`src/rtl/sorted_priority_table_with_cursor_macros.svh`:
```
// assertion macros shared by the table logic
`ifndef SORTED_PRIORITY_TABLE_WITH_CURSOR_MACROS_SVH
`define SORTED_PRIORITY_TABLE_WITH_CURSOR_MACROS_SVH

// condition must hold in the same cycle
`define SPT_ASSERT_NOW(lbl, ante, cons, msg) \
    lbl: assert property (@(posedge i_clk) disable iff (!i_rst_n) (ante) |-> (cons)) \
        else $error(msg);

// condition must hold in the next cycle
`define SPT_ASSERT_NEXT(lbl, ante, cons, msg) \
    lbl: assert property (@(posedge i_clk) disable iff (!i_rst_n) (ante) |=> (cons)) \
        else $error(msg);

`endif

```
`src/rtl/spt_pkg.sv`:
```
package spt_pkg;

    localparam int IdW  = 16;
    localparam int KeyW = 17;
    localparam int OpW  = 3;
    localparam int StW  = 2;
    localparam int InW  = 40;

    typedef enum logic [OpW-1:0] {
        OP_INSERT     = 3'd0,
        OP_REMOVE_ID  = 3'd1,
        OP_REMOVE_LOW = 3'd2,
        OP_NEXT       = 3'd3,
        OP_PREV       = 3'd4,
        OP_CURRENT    = 3'd5,
        OP_RESET_CUR  = 3'd6,
        OP_EXISTS     = 3'd7
    } t_op;

    typedef enum logic [StW-1:0] {
        ST_OK   = 2'd0,
        ST_NONE = 2'd1,
        ST_FULL = 2'd2,
        ST_END  = 2'd3
    } t_status;

    typedef struct packed {
        logic [IdW-1:0]  id;
        logic [KeyW-1:0] key;
    } t_entry;

    typedef enum logic [1:0] {
        LD_HOLD  = 2'd0,
        LD_LEFT  = 2'd1,
        LD_RIGHT = 2'd2,
        LD_NEW   = 2'd3
    } t_load;

    typedef struct packed {
        t_load load;
        logic  mk;
    } t_cell_ctl;

    typedef struct packed {
        logic ge;
        logic eq;
        logic idm;
    } t_cell_flags;

endpackage

```
`src/rtl/spt_cell.sv`:
```
module spt_cell (
    input  logic                i_clk,
    input  logic                i_rst_n,
    input  spt_pkg::t_cell_ctl  i_ctl,
    input  spt_pkg::t_entry     i_new,
    input  spt_pkg::t_entry     i_left,
    input  spt_pkg::t_entry     i_right,
    output spt_pkg::t_entry     o_entry,
    output logic                o_mk,
    output spt_pkg::t_cell_flags o_flags
);

    spt_pkg::t_entry r_entry;
    logic            r_mk;

    always_ff @(posedge i_clk) begin
        case (i_ctl.load)
            spt_pkg::LD_LEFT:  r_entry <= i_left;
            spt_pkg::LD_RIGHT: r_entry <= i_right;
            spt_pkg::LD_NEW:   r_entry <= i_new;
            default:           r_entry <= r_entry;
        endcase
    end

    // cursor marker travels with its entry
    always_ff @(posedge i_clk) begin
        if (!i_rst_n) begin
            r_mk <= 1'b0;
        end else begin
            r_mk <= i_ctl.mk;
        end
    end

    assign o_entry     = r_entry;
    assign o_mk        = r_mk;
    assign o_flags.ge  = (i_new.key >= r_entry.key);
    assign o_flags.eq  = (i_new.key == r_entry.key);
    assign o_flags.idm = (i_new.id == r_entry.id);

endmodule

```
`config.mk`:
```
export PLATFORM = sky130hd
export DESIGN_NAME = spt_cell
export DESIGN_NICKNAME = d
export VERILOG_FILES = /design/src/rtl/sorted_priority_table_with_cursor_macros.svh /design/src/rtl/spt_pkg.sv /design/src/rtl/spt_cell.sv
export SDC_FILE = /design/constraint.sdc
export NUM_CORES = 1
export LEC_CHECK = 0
export ABC_CLOCK_PERIOD_IN_PS = 4900
export BUFFER_PORTS_ARGS = -buffer_cell sky130_fd_sc_hd__buf_2
export CORE_ASPECT_RATIO = 1.5
export CORE_MARGIN = 2
export CORE_UTILIZATION = 47
export CTS_CLUSTER_SIZE = 24
export DETAILED_ROUTE_END_ITERATION = 16
export GPL_TIMING_DRIVEN = 0
export MAX_ROUTING_LAYER = met4
export PLACE_DENSITY = 0.95
export SLEW_MARGIN = 15
export SYNTH_ARGS = -nofsm -noshare
export SYNTH_HDL_FRONTEND = slang
export SYNTH_SLANG_ARGS = --single-unit
```
`constraint.sdc`:
```
create_clock -name i_clk -period 4.9 [get_ports i_clk]
set_input_delay 0.98 -clock i_clk [delete_from_list [all_inputs] [get_ports i_clk]]
set_output_delay 0.98 -clock i_clk [all_outputs]
set_load 0.01 [all_outputs]
```
==> results of run 1 <==
[area by class of cell]
| class | instances | area, µm² | share of cell area [%] |
|---|---|---|---|
| Clock buffer | 7 | 76.3 | 2.42 |
| Inverter | 17 | 63.8 | 2.02 |
| Sequential cell | 34 | 1010 | 32.1 |
| Buffer | 11 | 55.1 | 1.75 |
| Multi-Input combinational cell | 163 | 1170 | 37.1 |
| Tap cell | 66 | 82.6 | 2.62 |
| Timing Repair Buffer | 138 | 691 | 21.9 |
| Antenna cell | 1 | 2.50 | 0.0794 |
[metal layers]
metal / up-vias / wire, µm / global-route usage, % / share of wire (%)
met5: - / 0 / - / 0
met4: 0 / 222 / 12.3 / 3.3
met3: 22 / 358 / 4.01 / 5.3
met2: 116 / 3840 / 46.7 / 57
met1: 1034 / 2360 / 25.8 / 35
li1: 1100 / - / - / -
[final timing paths]
path                      from               to  slack (ns)  cells past startpoint
worst min-delay path  i_ctl[0]  o_mk$_SDFF_PN0_        0.90                      2
worst max-delay path  i_new[2]       o_flags[2]        1.50                      7
[Yosys cell counts]
| cell | count | area share (%) |
|---|---|---|
| xnor2_1 | 16 | 6.1 |
| clkbuf_1 | 5 | 0.82 |
| o21a_1 | 2 | 0.65 |
| buf_2 | 2 | 0.44 |
| and2_1 | 1 | 0.27 |
| and4_1 | 1 | 0.38 |
| buf_1 | 1 | 0.16 |
| a211oi_1 | 1 | 0.33 |
| edfxtp_1 | 33 | 43 |
| o21ai_0 | 1 | 0.22 |
| or2_2 | 1 | 0.27 |
| buf_4 | 3 | 0.98 |
| o211ai_2 | 1 | 0.54 |
| nor4_1 | 2 | 0.54 |
| nor2_1 | 35 | 5.7 |
| inv_1 | 17 | 2.8 |
| nand2b_1 | 1 | 0.27 |
| a211o_1 | 1 | 0.38 |
| mux2i_1 | 33 | 14 |
| nand4_1 | 7 | 1.9 |
| dfxtp_1 | 1 | 0.87 |
| a221oi_1 | 1 | 0.38 |
| o221a_2 | 1 | 0.49 |
| or4_1 | 1 | 0.33 |
| a21oi_1 | 37 | 8.0 |
| ha_1 | 17 | 9.2 |
| nand2_1 | 3 | 0.49 |
[flip-flops by register name (all words and copies together) (netlist names)]
name     flops
o_mk         1
o_entry     33
[stage by stage]
step | hold slack [ns] | area (µm²)
after detailed placement | 1.19 | 3070
after global placement | 1.18 | 3070
after floorplan | 1.10 | 2300
after global routing | 0.909 | 3150
after CTS | 0.893 | 3150
final | 0.899 | 3150
[power groups by stage]
stage               clock (W)  combinational [W]  sequential [W]
detailed placement          0           0.000243        0.000385
CTS                  0.000198           0.000244        0.000379
floorplan                   0           0.000115        0.000401
global placement            0           0.000231        0.000383
global route         0.000206           0.000269        0.000383
finish               0.000192           0.000242        0.000379
[kinds of logic (layout without fill, tap and decap cells)]
family          after synthesis  count (layout)  share of synthesized area, %
mux                          33              33                          14.4
other cells                   0               1                             0
flops                        34              34                          43.9
buf+inv                      28             173                          5.17
xor+xnor                     16              16                          6.09
compound gates               45              45                          11.0
simple gates                 52              52                          10.2
fa+ha+maj                    17              17                          9.24
==> reports/qor.csv, run 1 <==
stage;metric;value;unit
global_route;track_usage;25.7;%
clock_tree;clock-sinks;34;
layout;fill_cells;417;
timing;slew_headroom;44.5;%
routing;ant_nets;0;
worst_setup_path;crit_buf_inv;2;
die;dieHeight;89.7;µm
pwr;comb_power_share;29.8;%
layout;fin_util;66.1;%
worst_setup_path;max_stage_delay;0.36;ns
worst_setup_path;cp-end-kind;output port;
clock_tree;post_cts_resized;0;
die;die_w;61.1;µm
worst_setup_path;crit_fanout;2;
pwr;seq_power_share;46.6;%
timing;layout_setup_ws;1.50;ns
die;design.core.area;0.00477;mm²
pwr;internal_power;0.000575;W
routing;drc;0;
synth;syn-mean-instance-area;10.2;µm²
timing;slew_viol_final;0;
layout;final_cell_mix;buf_2 (140), a21oi_1 (37), nor2_1 (35);
synth;yosysSeqAreaShare;43.9;%
worst_setup_path;slowest_stage;a221oi_1;
die;ioPinCount;141;
pwr;p_sw;0.000238;W
clock_tree;htree_levels;2;
synth;synth-seq-cells;34;
timing;rsz0062_at_grt;false;
timing;max_freq;294;MHz
status;status;complete, no violations;
worst_setup_path;crit_arrival;2.42;ns
job;drv_cap;0;
pwr;ir_drop;0.152;mV
clock_tree;cts.clk_slew.worst_paths;0.07;ns
synth;synth_cell_type_count;27;
layout;drive_gt1_share;40.8;%
clock_tree;ctsHoldBuffers;0;
clock_tree;postCtsSetupRepairBufs;0;
die;initial_core_util;48.2;%
clock_tree;root_buffer;clkbuf_8;
placement;dpl.cell_count;429;
clock_tree;cts_buffers;5;
worst_setup_path;worst-setup-path-type;in2out;
synth;synth_cells;225;
global_route;grt_pass1_vias;2323;
synth;synthesis.nets;346;
worst_setup_path;startpoint_type;input pin;
die;floorplan.rows;31;
placement;dp_hpwl;5.58;mm
die;fp.dieArea;0.00548;mm²
global_route;grt_overflow;0;
routing;drt-vias-per-instance;5.20;
synth;synth-warning-count;0;
placement;io_buffers;138;
pwr;p_total;0.000813;W
worst_setup_path;cp_cell_sequence;buf_2 -> ha_1 -> a211o_1 -> a221oi_1 -> or4_1 -> o211ai_2 -> buf_2;
timing;fin_crit_sh;69.4;%
global_route;grt_max_degree;34;
layout;final_common_cell;buf_2;
pwr;leakage;1.57;nW
pwr;power.density;258;mW/mm²
global_route;grt_pass1_wl;10.1;mm
routing;num_vias;2272;
timing;setup_viol;0;
timing;tns;0;ns
placement;place_ws;1.47;ns
clock_tree;cts.path.max_buffers;2;
layout;areaGrowthSynthToFinish;37.0;%
routing;drtIter0Drc;79;
worst_setup_path;critPathRequiredTime;3.92;ns
pwr;sw_frac_of_total;29.3;%
synth;syn_area;0.00230;mm²
global_route;antenna_found_initial;1;
routing;drt-total-wl;6.78;mm
hold_path;hold_class;in2reg;
worst_setup_path;crit_family;compound AO/OA/AOI/OAI gates;
pwr;power.share.clock;23.6;%
clock_tree;tritoncts;built;
timing;fin_crit;3.40;ns
placement;finalWeightedCongestion;0.898;
routing;drtPass1Iterations;5;
timing;tightest_slew;0.832;ns
timing;final_hold_viol_count;0;
worst_setup_path;cp_common_cell;buf_2;
layout;layout.cells.non_filler;437;
layout;nets;491;
routing;post_drt_wl_per_cell;15.5;µm
Note: power is estimated with default switching activity, not from simulation.
==> inputs of run 2 (changes only) <==
--- a/config.mk
+++ b/config.mk
@@ -5,16 +5,16 @@
 export SDC_FILE = /design/constraint.sdc
 export NUM_CORES = 1
 export LEC_CHECK = 0
-export ABC_CLOCK_PERIOD_IN_PS = 4900
+export ABC_CLOCK_PERIOD_IN_PS = 3500
 export BUFFER_PORTS_ARGS = -buffer_cell sky130_fd_sc_hd__buf_2
 export CORE_ASPECT_RATIO = 1.5
 export CORE_MARGIN = 2
-export CORE_UTILIZATION = 47
+export CORE_UTILIZATION = 44
 export CTS_CLUSTER_SIZE = 24
 export DETAILED_ROUTE_END_ITERATION = 16
 export GPL_TIMING_DRIVEN = 0
 export MAX_ROUTING_LAYER = met4
-export PLACE_DENSITY = 0.95
+export PLACE_DENSITY = 0.91
 export SLEW_MARGIN = 15
 export SYNTH_ARGS = -nofsm -noshare
 export SYNTH_HDL_FRONTEND = slang
==> constraint.sdc (replaced) <==
create_clock -name i_clk -period 3.5 [get_ports i_clk]
set_input_delay 0.7 -clock i_clk [delete_from_list [all_inputs] [get_ports i_clk]]
set_output_delay 0.7 -clock i_clk [all_outputs]
set_load 0.01 [all_outputs]
==> reports/qor.csv, run 2 (synthesis gave the netlist of run 1 again) <==
stage;metric;value;unit
placement;finalWeightedCongestion;0.905;
timing;rsz0062_at_grt;false;
die;die_w;63.0;µm
global_route;use_met1;25.8;%
clock_tree;cts.path.max_buffers;2;
routing;drt-total-wl;6.78;mm
clock_tree;cts.clk_slew.worst_paths;0.07;ns
worst_setup_path;cp_cell_sequence;buf_2 -> ha_1 -> a211o_1 -> a221oi_1 -> or4_1 -> o211ai_2 -> buf_2;
timing;final_hold_viol_count;0;
worst_setup_path;max_stage_delay;0.37;ns
layout;final_cell_mix;buf_2 (140), a21oi_1 (37), nor2_1 (35);
routing;ant_nets;0;
die;design.core.area;0.00508;mm²
timing;slew_viol_final;0;
global_route;grt_overflow;0;
global_route;met3_usage;3.16;%
layout;antenna_cells;0;
status;status;complete, no violations;
die;ioPinCount;141;
layout;drive_gt1_share;41.2;%
timing;max_freq;348;MHz
clock_tree;clock-sinks;34;
layout;final_common_cell;buf_2;
routing;post_drt_wl_per_cell;15.4;µm
worst_setup_path;worst-setup-path-type;in2out;
clock_tree;ctsHoldBuffers;0;
global_route;track_usage;24.5;%
timing;fin_crit_sh;82.1;%
global_route;grt_pass1_vias;2418;
placement;dpl.cell_count;431;
clock_tree;post_cts_resized;0;
timing;setup_viol;0;
pwr;power.density;371;mW/mm²
global_route;grt_pass1_wl;10.9;mm
routing;drc;0;
worst_setup_path;cp-end-kind;output port;
timing;fin_crit;2.87;ns
clock_tree;postCtsSetupRepairBufs;0;
worst_setup_path;crit_family;compound AO/OA/AOI/OAI gates;
placement;dp_hpwl;5.50;mm
global_route;grt_max_degree;34;
worst_setup_path;critPathRequiredTime;2.80;ns
clock_tree;root_buffer;clkbuf_8;
job;drv_cap;0;
clock_tree;htree_levels;2;
routing;num_vias;2251;
global_route;busiest_layer;met2;
routing;drt-vias-per-instance;5.13;
worst_setup_path;startpoint_type;input pin;
worst_setup_path;crit_buf_inv;2;
die;floorplan.rows;32;
global_route;use_met2;45.0;%
global_route;antenna_found_initial;0;
layout;layout.cells.non_filler;439;
die;dieHeight;92.6;µm
clock_tree;cts_buffers;5;
pwr;leakage;1.58;nW
timing;tns;0;ns
worst_setup_path;slowest_stage;a221oi_1;
routing;drtIter0Drc;80;
worst_setup_path;crit_arrival;2.17;ns
layout;nets;491;
die;fp.dieArea;0.00584;mm²
pwr;ir_drop;0.265;mV
placement;io_buffers;138;
worst_setup_path;cp_common_cell;buf_2;
hold_path;hold_class;in2reg;
layout;largest_reg_flops;33;
routing;drtPass1Iterations;4;
timing;slew_headroom;44.3;%
worst_setup_path;crit_fanout;2;
clock_tree;tritoncts;built;
layout;areaGrowthSynthToFinish;37.7;%
die;initial_core_util;45.3;%
timing;tightest_slew;0.836;ns
==> run 2: worst paths after layout <==
kind | from | end | depth (start not counted) | slack, ns
setup / recovery | i_new[2] | o_flags[2] | 7 | 0.63
hold / removal | i_ctl[0] | o_mk$_SDFF_PN0_ | 2 | 0.62
==> run 2: final cells by class <==
class / count / area, µm²
fill: 440 / 1920
multi-input combinational: 163 / 1170
clock inverter: 1 / 5.00
timing repair buffer: 138 / 691
tap: 68 / 85.1
clock buffer: 7 / 86.3
sequential: 34 / 1010
buffer: 11 / 55.1
inverter: 17 / 63.8
==> run 2: through the flow <==
step	total power [W]	hold slack, ns	area (µm²)	worst slack (ns)	utilization, %
final	0.00117	0.620	3170	0.628	62.3
after global routing	0.00124	0.621	3170	0.607	62.3
after CTS	0.00118	0.608	3170	0.606	62.3
after detailed placement	0.000880	0.909	3080	0.603	60.5
after global placement	0.000862	0.901	3080	0.617	60.5
after floorplan	0.000722	0.822	2300	1.05	-
==> run 2: where the power goes <==
part	total [W]	leakage (nW)	switching, W	internal (W)
combinational	0.000341	1.19	0.000177	0.000164
sequential	0.000530	0.341	0.0000264	0.000503
clock	0.000303	0.0482	0.000144	0.000159
total	0.00117	1.58	0.000347	0.000827
==> run 2: per-layer routing <==
metal | wire, µm | vias up
li1 | - | 1097
met3 | 279 | 16
met2 | 3720 | 97
met1 | 2590 | 1041
met4 | 198 | 0
met5 | 0 | -
==> inputs of run 3 (changes only) <==
--- a/config.mk
+++ b/config.mk
@@ -5,16 +5,16 @@
 export SDC_FILE = /design/constraint.sdc
 export NUM_CORES = 1
 export LEC_CHECK = 0
-export ABC_CLOCK_PERIOD_IN_PS = 3500
+export ABC_CLOCK_PERIOD_IN_PS = 2600
 export BUFFER_PORTS_ARGS = -buffer_cell sky130_fd_sc_hd__buf_2
 export CORE_ASPECT_RATIO = 1.5
 export CORE_MARGIN = 2
-export CORE_UTILIZATION = 44
+export CORE_UTILIZATION = 39
 export CTS_CLUSTER_SIZE = 24
 export DETAILED_ROUTE_END_ITERATION = 16
 export GPL_TIMING_DRIVEN = 0
 export MAX_ROUTING_LAYER = met4
-export PLACE_DENSITY = 0.91
+export PLACE_DENSITY = 0.86
 export SLEW_MARGIN = 15
 export SYNTH_ARGS = -nofsm -noshare
 export SYNTH_HDL_FRONTEND = slang
==> constraint.sdc (replaced) <==
create_clock -name i_clk -period 2.6 [get_ports i_clk]
set_input_delay 0.52 -clock i_clk [delete_from_list [all_inputs] [get_ports i_clk]]
set_output_delay 0.52 -clock i_clk [all_outputs]
set_load 0.01 [all_outputs]
==> reports/qor.csv, run 3 (synthesis gave the netlist of run 1 again) <==
stage;metric;value;unit
status;status;complete, no violations;
layout;final_common_cell;buf_2;
layout;areaGrowthSynthToFinish;39.3;%
placement;dp_hpwl;5.27;mm
clock_tree;cts_buffers;5;
layout;nets;492;
global_route;grt_pass1_wl;10.3;mm
worst_setup_path;critPathLaunch;o_entry[2]$_DFFE_PP_;
timing;max_freq;406;MHz
global_route;grt_pass1_vias;2358;
timing;slew_headroom;45.6;%
hold_path;hold_class;in2reg;
pwr;ir_drop;0.361;mV
timing;tns;0;ns
global_route;antenna_found_initial;0;
routing;drt-total-wl;6.46;mm
layout;layout.cells.non_filler;444;
worst_setup_path;crit_arrival;1.94;ns
die;design.core.area;0.00574;mm²
timing;final_hold_viol_count;0;
layout;drive_gt1_share;41.9;%
timing;tightest_slew;0.816;ns
clock_tree;clock-sinks;34;
routing;drt-vias-per-instance;4.97;
die;ioPinCount;141;
clock_tree;cts.clk_slew.worst_paths;0.07;ns
layout;largest_reg_flops;33;
worst_setup_path;critPathRequiredTime;2.08;ns
routing;drtIter0Drc;50;
hold_path;hp-start;i_ctl[0];
clock_tree;htree_levels;2;
timing;setup_viol;0;
worst_setup_path;crit_fanout;2;
placement;io_buffers;138;
layout;antenna_cells;0;
timing;slew_viol_final;0;
timing;rsz0062_at_grt;false;
die;floorplan.rows;34;
hold_path;whs_path_depth;2;
layout;fin_area;0.00320;mm²
timing;hold_slack;0.437;ns
routing;post_drt_wl_per_cell;14.5;µm
die;dieHeight;98.1;µm
pwr;leakage;1.60;nW
placement;finalWeightedCongestion;0.848;
die;initial_core_util;40.1;%
clock_tree;cts.path.max_buffers;2;
job;drv_cap;0;
clock_tree;root_buffer;clkbuf_8;
routing;num_vias;2206;
global_route;grt_overflow;0;
global_route;track_usage;21.3;%
routing;drtPass1Iterations;4;
pwr;power.density;518;mW/mm²
die;fp.dieArea;0.00654;mm²
clock_tree;tritoncts;built;
timing;fin_crit_sh;94.8;%
layout;final_cell_mix;buf_2 (140), a21oi_1 (37), nor2_1 (35);
die;die_w;66.7;µm
worst_setup_path;startpoint_type;flop;
placement;dpl.cell_count;435;
routing;ant_nets;0;
routing;drc;0;
pwr;p_total;0.00166;W
worst_setup_path;cp-end-kind;output port;
timing;fin_crit;2.46;ns
placement;dpl-instance-area;0.00308;mm²
worst_setup_path;worst-setup-path-type;reg2out;
global_route;grt_max_degree;34;
run 3: repair_timing:
action,4_1_cts,5_1_grt
setup endpoints to repair,0,1
buffers inserted,0,1
hold buffers,0,0
hold endpoints to repair,0,0
resized for setup,0,1
run 3: path summary, 6_finish.rpt:
check / endpoint / slack (ns)
max: o_flags[2] / 0.14
min: o_mk$_SDFF_PN0_ / 0.44
run 3: layer usage:
layer	share of wire, %	up-vias	track usage (%)
met5	0	-	-
met4	2.2	0	7.54
met3	6.0	11	3.69
met2	55	87	39.5
met1	37	1000	21.4
li1	-	1108	-
run 3: report_power, final:
part / internal (W) / total, W / switching [W] / leakage, nW
clock network: 0.000282 / 0.000485 / 0.000203 / 0.0579
logic: 0.000225 / 0.000463 / 0.000238 / 1.20
registers: 0.000677 / 0.000712 / 0.0000345 / 0.341
run 3: area by class of cell:
class,count,area (µm²)
multi-input cells,163,1180
inverters,17,63.8
clock buffers,5,68.8
plain buffers,11,55.1
flip-flops and latches,34,1010
repair buffers,139,698
well taps,72,90.1
clock inverters,3,40.0
fillers,547,2540
run 3: critical path, stage by stage (launching register included):
cell and delay, ns:
edfxtp_1 0.38, inv_1 0.06, ha_1 0.23, a211o_1 0.27, a221oi_2 0.32, or4_1 0.17
o211ai_2 0.08, buf_2 0.15
run 3: stage by stage:
step                      util [%]  setup slack, ns
after CTS                     55.6          0.00994
after detailed placement      53.7           0.0514
final                         55.8            0.136
after global placement        53.7           0.0683
after global routing          55.8           0.0177
after floorplan                  -            0.506
